--- config.mk ---
export PLATFORM = sky130hd
export DESIGN_NAME = sorted_insert_list
export DESIGN_NICKNAME = d
export VERILOG_FILES = /design/src/hw/rtl/sil_pkg.sv /design/src/hw/rtl/sorted_insert_list.sv /design/src/hw/rtl/sil_ctrl.sv /design/src/hw/rtl/sil_datapath.sv
export SDC_FILE = /design/constraint.sdc
export NUM_CORES = 1
export LEC_CHECK = 0
export BUFFER_PORTS_ARGS = -buffer_cell sky130_fd_sc_hd__buf_2
export CORE_AREA = 4 4 268 270
export CTS_CLUSTER_DIAMETER = 50
export CTS_CLUSTER_SIZE = 28
export DETAILED_ROUTE_END_ITERATION = 7
export DIE_AREA = 0 0 272 274
export GPL_ROUTABILITY_DRIVEN = 0
export GPL_TIMING_DRIVEN = 0
export PLACE_DENSITY = 0.51
export SYNTH_ARGS = -nofsm -noshare
export SYNTH_HDL_FRONTEND = slang
export SYNTH_SLANG_ARGS = --single-unit
--- constraint.sdc ---
create_clock -name i_clk -period 5.25 [get_ports i_clk]
set_input_delay 0.525 -clock i_clk [delete_from_list [all_inputs] [get_ports i_clk]]
set_output_delay 0.525 -clock i_clk [all_outputs]
set_load 0.02 [all_outputs]
--- src/hw/rtl/sil_pkg.sv ---
package sil_pkg;

    localparam int LIST_DEPTH_DEF = 16;

    localparam int DAY_W  = 7;
    localparam int REF_W  = 16;
    localparam int STAT_W = 3;

    localparam logic [DAY_W-1:0] DAY_MIN = 7'd1;
    localparam logic [DAY_W-1:0] DAY_MAX = 7'd99;

    localparam logic OP_INSERT = 1'b0;
    localparam logic OP_LIST   = 1'b1;

    typedef enum logic [STAT_W-1:0] {
        ST_INSERTED = 3'd0,
        ST_FULL     = 3'd1,
        ST_BAD_DAY  = 3'd2,
        ST_ENTRY    = 3'd3,
        ST_EMPTY    = 3'd4
    } t_status;

    typedef enum logic {
        S_IDLE = 1'b0,
        S_LIST = 1'b1
    } t_state;

    // controller to datapath
    typedef struct packed {
        logic    ins;         // commit the held insert
        logic    list_start;  // clear the list walk index
        logic    rot;         // rotate the valid cells by one place
        logic    emit;        // load the output register
        logic    emit_entry;  // take day and ref from the head cell
        logic    emit_last;
        t_status emit_status;
    } t_cmd;

    // datapath to controller
    typedef struct packed {
        logic out_free;
        logic empty;
        logic full;
        logic day_ok;
        logic rot_last;
    } t_stat;

endpackage

--- src/hw/rtl/sorted_insert_list.sv ---
// Sorted list of up to LIST_DEPTH reminder entries kept in ascending day order; an insert
// lands after every entry with an equal or smaller day, so equal days keep arrival order.
// tuser on the input picks the operation (0 insert, 1 list). An insert answers with one
// word: inserted, full, or bad day (day outside 1..99; full is checked first). A list
// streams every entry as one word per cycle while the output is not stalled, head first,
// with tlast on the final one; accepting the request only starts the walk. The cell row
// rotates by one place per word to bring each entry to the head, and no input is taken
// until the walk ends. An empty list answers with one word.
// A stalled output word is held in its register and holds off the next input or word.
module sorted_insert_list #(
    parameter int LIST_DEPTH = sil_pkg::LIST_DEPTH_DEF
) (
    input  logic        i_clk,
    input  logic        i_rst_n,
    input  logic        i_s_axis_tvalid,
    output logic        o_s_axis_tready,
    input  logic [23:0] i_s_axis_tdata,   // day[6:0], reminder_ref[22:7], zero pad
    input  logic        i_s_axis_tuser,   // operation
    output logic        o_m_axis_tvalid,
    input  logic        i_m_axis_tready,
    output logic [23:0] o_m_axis_tdata,   // out_day[6:0], out_ref[22:7], zero pad
    output logic [2:0]  o_m_axis_tuser,   // status
    output logic        o_m_axis_tlast
);

    sil_pkg::t_cmd  w_cmd;
    sil_pkg::t_stat w_stat;

    logic [sil_pkg::DAY_W-1:0] w_out_day;
    logic [sil_pkg::REF_W-1:0] w_out_ref;

    sil_ctrl u_ctrl (
        .i_clk      (i_clk),
        .i_rst_n    (i_rst_n),
        .i_in_valid (i_s_axis_tvalid),
        .i_in_op    (i_s_axis_tuser),
        .o_in_ready (o_s_axis_tready),
        .i_stat     (w_stat),
        .o_cmd      (w_cmd)
    );

    sil_datapath #(
        .LIST_DEPTH (LIST_DEPTH)
    ) u_datapath (
        .i_clk        (i_clk),
        .i_rst_n      (i_rst_n),
        .i_day        (i_s_axis_tdata[6:0]),
        .i_ref        (i_s_axis_tdata[22:7]),
        .i_cmd        (w_cmd),
        .o_stat       (w_stat),
        .i_out_ready  (i_m_axis_tready),
        .o_out_valid  (o_m_axis_tvalid),
        .o_out_status (o_m_axis_tuser),
        .o_out_day    (w_out_day),
        .o_out_ref    (w_out_ref),
        .o_out_last   (o_m_axis_tlast)
    );

    assign o_m_axis_tdata = {1'b0, w_out_ref, w_out_day};

endmodule

--- src/hw/rtl/sil_ctrl.sv ---
module sil_ctrl (
    input  logic           i_clk,
    input  logic           i_rst_n,
    input  logic           i_in_valid,
    input  logic           i_in_op,
    output logic           o_in_ready,
    input  sil_pkg::t_stat i_stat,
    output sil_pkg::t_cmd  o_cmd
);

    sil_pkg::t_state r_state;
    sil_pkg::t_state n_state;

    always_ff @(posedge i_clk) begin
        if (!i_rst_n) begin
            r_state <= sil_pkg::S_IDLE;
        end else begin
            r_state <= n_state;
        end
    end

    always_comb begin
        n_state           = r_state;
        o_in_ready        = 1'b0;
        o_cmd.ins         = 1'b0;
        o_cmd.list_start  = 1'b0;
        o_cmd.rot         = 1'b0;
        o_cmd.emit        = 1'b0;
        o_cmd.emit_entry  = 1'b0;
        o_cmd.emit_last   = 1'b0;
        o_cmd.emit_status = sil_pkg::ST_INSERTED;
        case (r_state)
            sil_pkg::S_IDLE: begin
                o_in_ready = i_stat.out_free;
                if (i_in_valid && i_stat.out_free) begin
                    if (i_in_op == sil_pkg::OP_LIST) begin
                        if (i_stat.empty) begin
                            o_cmd.emit        = 1'b1;
                            o_cmd.emit_last   = 1'b1;
                            o_cmd.emit_status = sil_pkg::ST_EMPTY;
                        end else begin
                            o_cmd.list_start = 1'b1;
                            n_state          = sil_pkg::S_LIST;
                        end
                    end else begin
                        o_cmd.emit      = 1'b1;
                        o_cmd.emit_last = 1'b1;
                        // full check wins over the day check
                        if (i_stat.full) begin
                            o_cmd.emit_status = sil_pkg::ST_FULL;
                        end else if (!i_stat.day_ok) begin
                            o_cmd.emit_status = sil_pkg::ST_BAD_DAY;
                        end else begin
                            o_cmd.ins         = 1'b1;
                            o_cmd.emit_status = sil_pkg::ST_INSERTED;
                        end
                    end
                end
            end
            sil_pkg::S_LIST: begin
                if (i_stat.out_free) begin
                    o_cmd.emit        = 1'b1;
                    o_cmd.emit_entry  = 1'b1;
                    o_cmd.rot         = 1'b1;
                    o_cmd.emit_last   = i_stat.rot_last;
                    o_cmd.emit_status = sil_pkg::ST_ENTRY;
                    if (i_stat.rot_last) begin
                        n_state = sil_pkg::S_IDLE;
                    end
                end
            end
            default: begin
                n_state = sil_pkg::S_IDLE;
            end
        endcase
    end

    assert property (@(posedge i_clk) disable iff (!i_rst_n)
        (r_state == sil_pkg::S_LIST) |-> !o_in_ready)
        else $error("input taken during list walk");

    assert property (@(posedge i_clk) disable iff (!i_rst_n)
        (o_cmd.rot || o_cmd.ins) |-> i_stat.out_free)
        else $error("list change without a free output slot");

    assert property (@(posedge i_clk) disable iff (!i_rst_n)
        o_cmd.list_start |-> !i_stat.empty)
        else $error("list walk started on an empty list");

endmodule

--- src/hw/rtl/sil_datapath.sv ---
module sil_datapath #(
    parameter int LIST_DEPTH = sil_pkg::LIST_DEPTH_DEF
) (
    input  logic                         i_clk,
    input  logic                         i_rst_n,
    input  logic [sil_pkg::DAY_W-1:0]    i_day,
    input  logic [sil_pkg::REF_W-1:0]    i_ref,
    input  sil_pkg::t_cmd                i_cmd,
    output sil_pkg::t_stat               o_stat,
    input  logic                         i_out_ready,
    output logic                         o_out_valid,
    output logic [sil_pkg::STAT_W-1:0]   o_out_status,
    output logic [sil_pkg::DAY_W-1:0]    o_out_day,
    output logic [sil_pkg::REF_W-1:0]    o_out_ref,
    output logic                         o_out_last
);

    localparam int CW = $clog2(LIST_DEPTH + 1);
    localparam logic [CW-1:0] DEPTH_C = CW'(LIST_DEPTH);

    logic [sil_pkg::DAY_W-1:0] r_day [LIST_DEPTH];
    logic [sil_pkg::REF_W-1:0] r_ref [LIST_DEPTH];
    logic [CW-1:0]             r_count;
    logic [CW-1:0]             r_idx;
    logic [LIST_DEPTH-1:0]     w_ins;
    logic [CW-1:0]             w_tail;

    logic                        r_out_valid;
    sil_pkg::t_status            r_out_status;
    logic [sil_pkg::DAY_W-1:0]   r_out_day;
    logic [sil_pkg::REF_W-1:0]   r_out_ref;
    logic                        r_out_last;

    assign w_tail = r_count - CW'(1);

    // one row of cells; an insert shifts every cell at or past the slot
    for (genvar g = 0; g < LIST_DEPTH; g++) begin : g_cell
        localparam logic [CW-1:0] IDX = CW'(g);

        // monotonic along the row, cells past the count always qualify
        assign w_ins[g] = (IDX >= r_count) || (i_day < r_day[g]);

        always_ff @(posedge i_clk) begin
            if (i_cmd.ins && w_ins[g]) begin
                if (g == 0) begin
                    r_day[g] <= i_day;
                    r_ref[g] <= i_ref;
                end else if (!w_ins[(g == 0) ? 0 : g - 1]) begin
                    r_day[g] <= i_day;
                    r_ref[g] <= i_ref;
                end else begin
                    r_day[g] <= r_day[(g == 0) ? 0 : g - 1];
                    r_ref[g] <= r_ref[(g == 0) ? 0 : g - 1];
                end
            end else if (i_cmd.rot && (IDX <= w_tail)) begin
                // rotate the valid part so the head walks through every entry
                if (IDX == w_tail) begin
                    r_day[g] <= r_day[0];
                    r_ref[g] <= r_ref[0];
                end else begin
                    r_day[g] <= r_day[(g == LIST_DEPTH - 1) ? g : g + 1];
                    r_ref[g] <= r_ref[(g == LIST_DEPTH - 1) ? g : g + 1];
                end
            end
        end
    end

    always_ff @(posedge i_clk) begin
        if (!i_rst_n) begin
            r_count <= '0;
            r_idx   <= '0;
        end else begin
            if (i_cmd.ins) begin
                r_count <= r_count + CW'(1);
            end
            if (i_cmd.list_start) begin
                r_idx <= '0;
            end else if (i_cmd.rot) begin
                r_idx <= r_idx + CW'(1);
            end
        end
    end

    always_ff @(posedge i_clk) begin
        if (!i_rst_n) begin
            r_out_valid <= 1'b0;
        end else if (i_cmd.emit) begin
            r_out_valid <= 1'b1;
        end else if (i_out_ready) begin
            r_out_valid <= 1'b0;
        end
    end

    always_ff @(posedge i_clk) begin
        if (i_cmd.emit) begin
            r_out_status <= i_cmd.emit_status;
            r_out_last   <= i_cmd.emit_last;
            r_out_day    <= i_cmd.emit_entry ? r_day[0] : '0;
            r_out_ref    <= i_cmd.emit_entry ? r_ref[0] : '0;
        end
    end

    assign o_stat.out_free = !r_out_valid || i_out_ready;
    assign o_stat.empty    = (r_count == '0);
    assign o_stat.full     = (r_count >= DEPTH_C);
    assign o_stat.day_ok   = (i_day >= sil_pkg::DAY_MIN) && (i_day <= sil_pkg::DAY_MAX);
    assign o_stat.rot_last = (r_idx == w_tail);

    assign o_out_valid  = r_out_valid;
    assign o_out_status = r_out_status;
    assign o_out_day    = r_out_day;
    assign o_out_ref    = r_out_ref;
    assign o_out_last   = r_out_last;

    assert property (@(posedge i_clk) disable iff (!i_rst_n)
        r_count <= DEPTH_C)
        else $error("entry count past list depth");

    assert property (@(posedge i_clk) disable iff (!i_rst_n)
        i_cmd.ins |=> (r_count == $past(r_count) + CW'(1)))
        else $error("insert did not bump the count");

    assert property (@(posedge i_clk) disable iff (!i_rst_n)
        !i_cmd.ins |=> $stable(r_count))
        else $error("count moved without an insert");

    assert property (@(posedge i_clk) disable iff (!i_rst_n)
        i_cmd.rot |-> (r_idx < r_count))
        else $error("list walk ran past the last entry");

endmodule

==> results.txt <==
In the finished design, the share of the clock period the worst path needs comes to 96.8%. The number of distinct library cell variants in the gate-level netlist after synthesis is 86. The shortest clock period the worst path allows after layout is 5.08 ns.

The post-route setup TNS is 0 ns. The floorplan has 97 rows. The placeable core area is 69500 µm². The global-route track usage on met3 came out at 4.42%. STA classifies the critical path startpoint as a register. The average instance area after synthesis is around 10 µm². Synthesis inferred 407 register bits.

The number of DRC markers in iteration 0 came out at 2945. The average wire length per cell after detail routing came out at 27.8 µm. Setup slack on the critical path of the routed design comes to ~0.17 ns.

The met1 track demand over resource in global routing came out at 35.6%. TritonCTS built the clock tree. The count of TritonRoute iterations in the first routing pass is 6. The number of DRC violations after detailed routing came out at 0. The first-pass GRT wire length came out at between 100 and 150 mm. The final core area utilization came out at 42.6%. Data on the critical path is required at its endpoint by 5.37 ns. The starting density of the core is approximately 38%. The switching share of power came out at a little under a third.

The HPWL after detailed placement is 81.0 mm. The sequential cell area is 12100 µm². met2 is the most crowded layer. The area share of the largest cell type after synthesis came out at 45.3%. The total vias in the final route came out at between 20000 and 25000. The worst clock skew is 0.0237 ns. The worst-case vdd ir drop is approximately 0.00022 V. The transition at the pin with the smallest max-transition slack came out at 1.14 ns. The die span in y came out at 274 µm. The switching power total is about 2.9 mW. On the final layout, the worst hold slack is 0.209 ns. The power per unit of standard cell area came out at around 320 nW/µm². The share of final-layout standard cells stronger than drive strength 1 came out at between 10% and 20%.

For flop-to-flop paths, the worst setup slack is 0.17 ns. The clock-pin slew on the worst setup and hold paths is 0.06 ns. For this block, the routed nets add up to 102 mm of wire. The quantity of I/O buffers inserted on ports came out at 56. The kind of end point of the critical path is a register. The top cell types in the final layout, fill and taps aside, are sky130_fd_sc_hd__edfxtp_1 (395), sky130_fd_sc_hd__nor2_1 (192), sky130_fd_sc_hd__inv_1 (173).

The total die area came out at roughly 75000 µm². Among all flip-flop cells after synthesis, the most frequent one is sky130_fd_sc_hd__edfxtp_1. Cell internal power was estimated by the tool at 6.60 mW. The synthesized instance count came out at 2563. The via count of the first global-routing pass was 22198. The footprint of the multi-input gates came out at around 12000 µm². The count of flip-flops with a built-in enable after synthesis is 395. The number of clock sinks came out at 407. The count of endpoints failing hold in the final timing report is 0. The share of power burned in the clock network is 40.9%. The number of max-capacitance violations reported is 0. The synthesized cell area is 26200 µm². By area the synthesized netlist is led by sky130_fd_sc_hd__edfxtp_1 (45%), sky130_fd_sc_hd__mux2i_1 (6.2%), sky130_fd_sc_hd__ha_1 (4.6%), sky130_fd_sc_hd__a21oi_1 (2.9%), sky130_fd_sc_hd__o21ai_0 (2.9%). The worst setup timing slack at the placement stage came out at -0.301 ns.

The number of nets handed over by synthesis was 2689. The static leakage is 11.6 nW. The relative slew slack is 23.7%. The number of levels in the clock H-tree came out at 2. The maximum number of pins on one net before global-route repair is 28. The aggregate global-route resource usage came out at 26.6%.

The number of nets with antenna violations after detailed routing came out at 0. For this run, global-route usage on met2 was measured as approximately 43%. Setup repair after global routing left no endpoint under its margin. The die span in x is roughly 270 µm. The count of filler cells inserted in the layout is 6719. The startpoint-to-endpoint class of the critical path is reg -> reg. Summing the sequential cell areas from Yosys gives 46.2% of the chip area.

The number of endpoints failing setup at the final stage came out at 0. The biggest fanout along the worst timing path came out at 23. The number of max-slew violations in the final report came out at 0. The hold buffer count at CTS is 0. For this run, asynchronously set or reset flops after synthesis account for 0%.

The arrival time at the worst endpoint came out at around 5.2 ns. Dividing the detail-routed via count by the number of cells gives between 6 and 7. Clock tree synthesis selected as its root buffer the cell sky130_fd_sc_hd__clkbuf_16. The combinational cell fraction of total power came out at 16.2%.

The sequential group share of total power came out at 43.0%. The remaining global-route overflow came out at 0. In the final design database the tool counted approximately 2800 nets.

Buffers inserted during clock tree synthesis total 55. The worst hold path belongs to the class in -> reg. The highest clock frequency the design can meet came out at ~200 MHz.

The number of antenna violations at the first check in global routing is 3. The number of buffers between clock root and the deepest sink came out at 3. For the worst-skew pair, the clock arrives at the later sink with an insertion delay of between 0.6 and 0.7 ns. The largest total area in the synthesized netlist belongs to sky130_fd_sc_hd__edfxtp_1.

The number of top-level design ports is 59. Relative to the synthesized area, the layout overhead comes to 13.1%. During synthesis, Yosys emitted a total of 0 warnings. The flow ran to the end, and the final reports show no timing, DRC or antenna violations. The library cell used most frequently in the layout, excluding fill and tap cells, is sky130_fd_sc_hd__edfxtp_1.
-- critical path: stages (launching register included) --
cell,delay [ns]
sky130_fd_sc_hd__dfxtp_1,0.35
sky130_fd_sc_hd__buf_2,0.20
sky130_fd_sc_hd__clkbuf_2,0.29
sky130_fd_sc_hd__inv_1,0.34
sky130_fd_sc_hd__ha_1,0.28
sky130_fd_sc_hd__nor3b_2,0.44
sky130_fd_sc_hd__nand3b_1,0.38
sky130_fd_sc_hd__and3_1,0.29
sky130_fd_sc_hd__buf_2,0.16
sky130_fd_sc_hd__o21ai_1,0.54
sky130_fd_sc_hd__clkbuf_1,0.51
sky130_fd_sc_hd__nand2_1,0.78
-- stage by stage --
stage	std cells	cell area (µm²)	power, mW
2_1_floorplan	2563	26200	5.04
3_3_place_gp	3559	27600	5.58
3_5_place_dp	3565	27700	5.62
4_1_cts	3669	29600	9.46
5_1_grt	3670	29600	9.77
6_report	3675	29600	9.46
-- what timing repair did --
| item | in CTS | in global routing |
|---|---|---|
| setup buffers | 0 | 0 |
| setup endpoints to repair | 115 | 148 |
| gates resized for setup | 5 | 3 |
-- synth_stat cells (8+ instances only) --
master and number:
sky130_fd_sc_hd__and2_1 24, sky130_fd_sc_hd__a221oi_1 24, sky130_fd_sc_hd__a22oi_1 37, sky130_fd_sc_hd__a221o_1 24, sky130_fd_sc_hd__nor3b_1 30, sky130_fd_sc_hd__nor2b_1 13
sky130_fd_sc_hd__o211ai_1 30, sky130_fd_sc_hd__o22ai_1 54, sky130_fd_sc_hd__mux2i_1 162, sky130_fd_sc_hd__o32a_1 12, sky130_fd_sc_hd__o32ai_1 9, sky130_fd_sc_hd__o2bb2ai_1 34
sky130_fd_sc_hd__o311ai_1 17, sky130_fd_sc_hd__buf_1 12, sky130_fd_sc_hd__o21a_1 10, sky130_fd_sc_hd__or3_1 28, sky130_fd_sc_hd__o31ai_1 22, sky130_fd_sc_hd__a2bb2oi_1 17
sky130_fd_sc_hd__a31oi_1 8, sky130_fd_sc_hd__nand3_1 58, sky130_fd_sc_hd__nand2b_1 35, sky130_fd_sc_hd__inv_1 173, sky130_fd_sc_hd__mux2_1 26, sky130_fd_sc_hd__nand2_1 142
sky130_fd_sc_hd__dfxtp_1 12, sky130_fd_sc_hd__a222oi_1 16, sky130_fd_sc_hd__o21ai_1 26, sky130_fd_sc_hd__and3_1 16, sky130_fd_sc_hd__mux2_2 37, sky130_fd_sc_hd__edfxtp_1 395
sky130_fd_sc_hd__and3b_1 44, sky130_fd_sc_hd__ha_1 97, sky130_fd_sc_hd__o21ai_0 150, sky130_fd_sc_hd__xnor2_1 11, sky130_fd_sc_hd__nor2_1 192, sky130_fd_sc_hd__o221ai_1 57
sky130_fd_sc_hd__a21oi_1 152, sky130_fd_sc_hd__clkbuf_1 156, sky130_fd_sc_hd__buf_2 58, sky130_fd_sc_hd__o2111ai_1 14, sky130_fd_sc_hd__nor3_1 21
-- sequential cells by signal, summed over array words and instances, names as in the netlist --
register                 cells
u_datapath.r_count           5
u_datapath.o_out_day         7
u_datapath.o_out_last        1
u_datapath.o_out_ref        16
u_datapath.r_ref           256
u_datapath.o_out_status      3
u_ctrl.r_state               1
u_datapath.r_day           112
u_datapath.r_idx             5
u_datapath.o_out_valid       1
-- final timing paths --
check / from / endpoint / depth (start not counted)
max: u_datapath.r_count[0]$_SDFFE_PN0N_ / u_datapath.r_ref[5][15]$_DFFE_PP_ / 11
min: i_rst_n / u_datapath.o_out_valid$_SDFFE_PN0P_ / 2
max reg2reg: u_datapath.r_count[0]$_SDFFE_PN0N_ / u_datapath.r_ref[5][15]$_DFFE_PP_ / 11
min reg2reg: u_datapath.r_ref[15][8]$_DFFE_PP_ / u_datapath.r_ref[14][8]$_DFFE_PP_ / 2
-- area by class of cell --
| class | instances | share of cell area, % |
|---|---|---|
| multi-input cells | 1742 | 41.9 |
| flip-flops and latches | 407 | 40.9 |
| plain buffers | 241 | 3.63 |
| well taps | 940 | 3.97 |
| diodes | 6 | 0.0507 |
| repair buffers | 62 | 1.17 |
| clock buffers | 61 | 4.87 |
| inverters | 173 | 2.19 |
| clock inverters | 43 | 1.36 |
-- routing by layer --
| layer | wire [µm] | vias up |
|---|---|---|
| li1 | - | 10011 |
| met1 | 42600 | 11004 |
| met2 | 46600 | 1178 |
| met3 | 8820 | 238 |
| met4 | 4050 | 0 |
| met5 | 0 | - |
-- power groups by stage --
stage	clock network (mW)	logic [mW]	registers (mW)
global placement	0	1.45	4.13
floorplan	0	0.960	4.08
CTS	3.90	1.50	4.06
finish	3.87	1.53	4.06
global route	4.03	1.65	4.08
detailed placement	0	1.50	4.13
-- cells by family after synthesis --
family	synth area share [%]
XOR/XNOR	0.535
flip-flops	46.2
buffers and inverters	6.59
multiplexers	8.90
adder cells (fa/ha/maj)	4.64
other	0.0143
AND/OR/NAND/NOR	12.3
AO/OA/AOI/OAI	20.8
No activity file was read; power rests on OpenSTA's default activity.
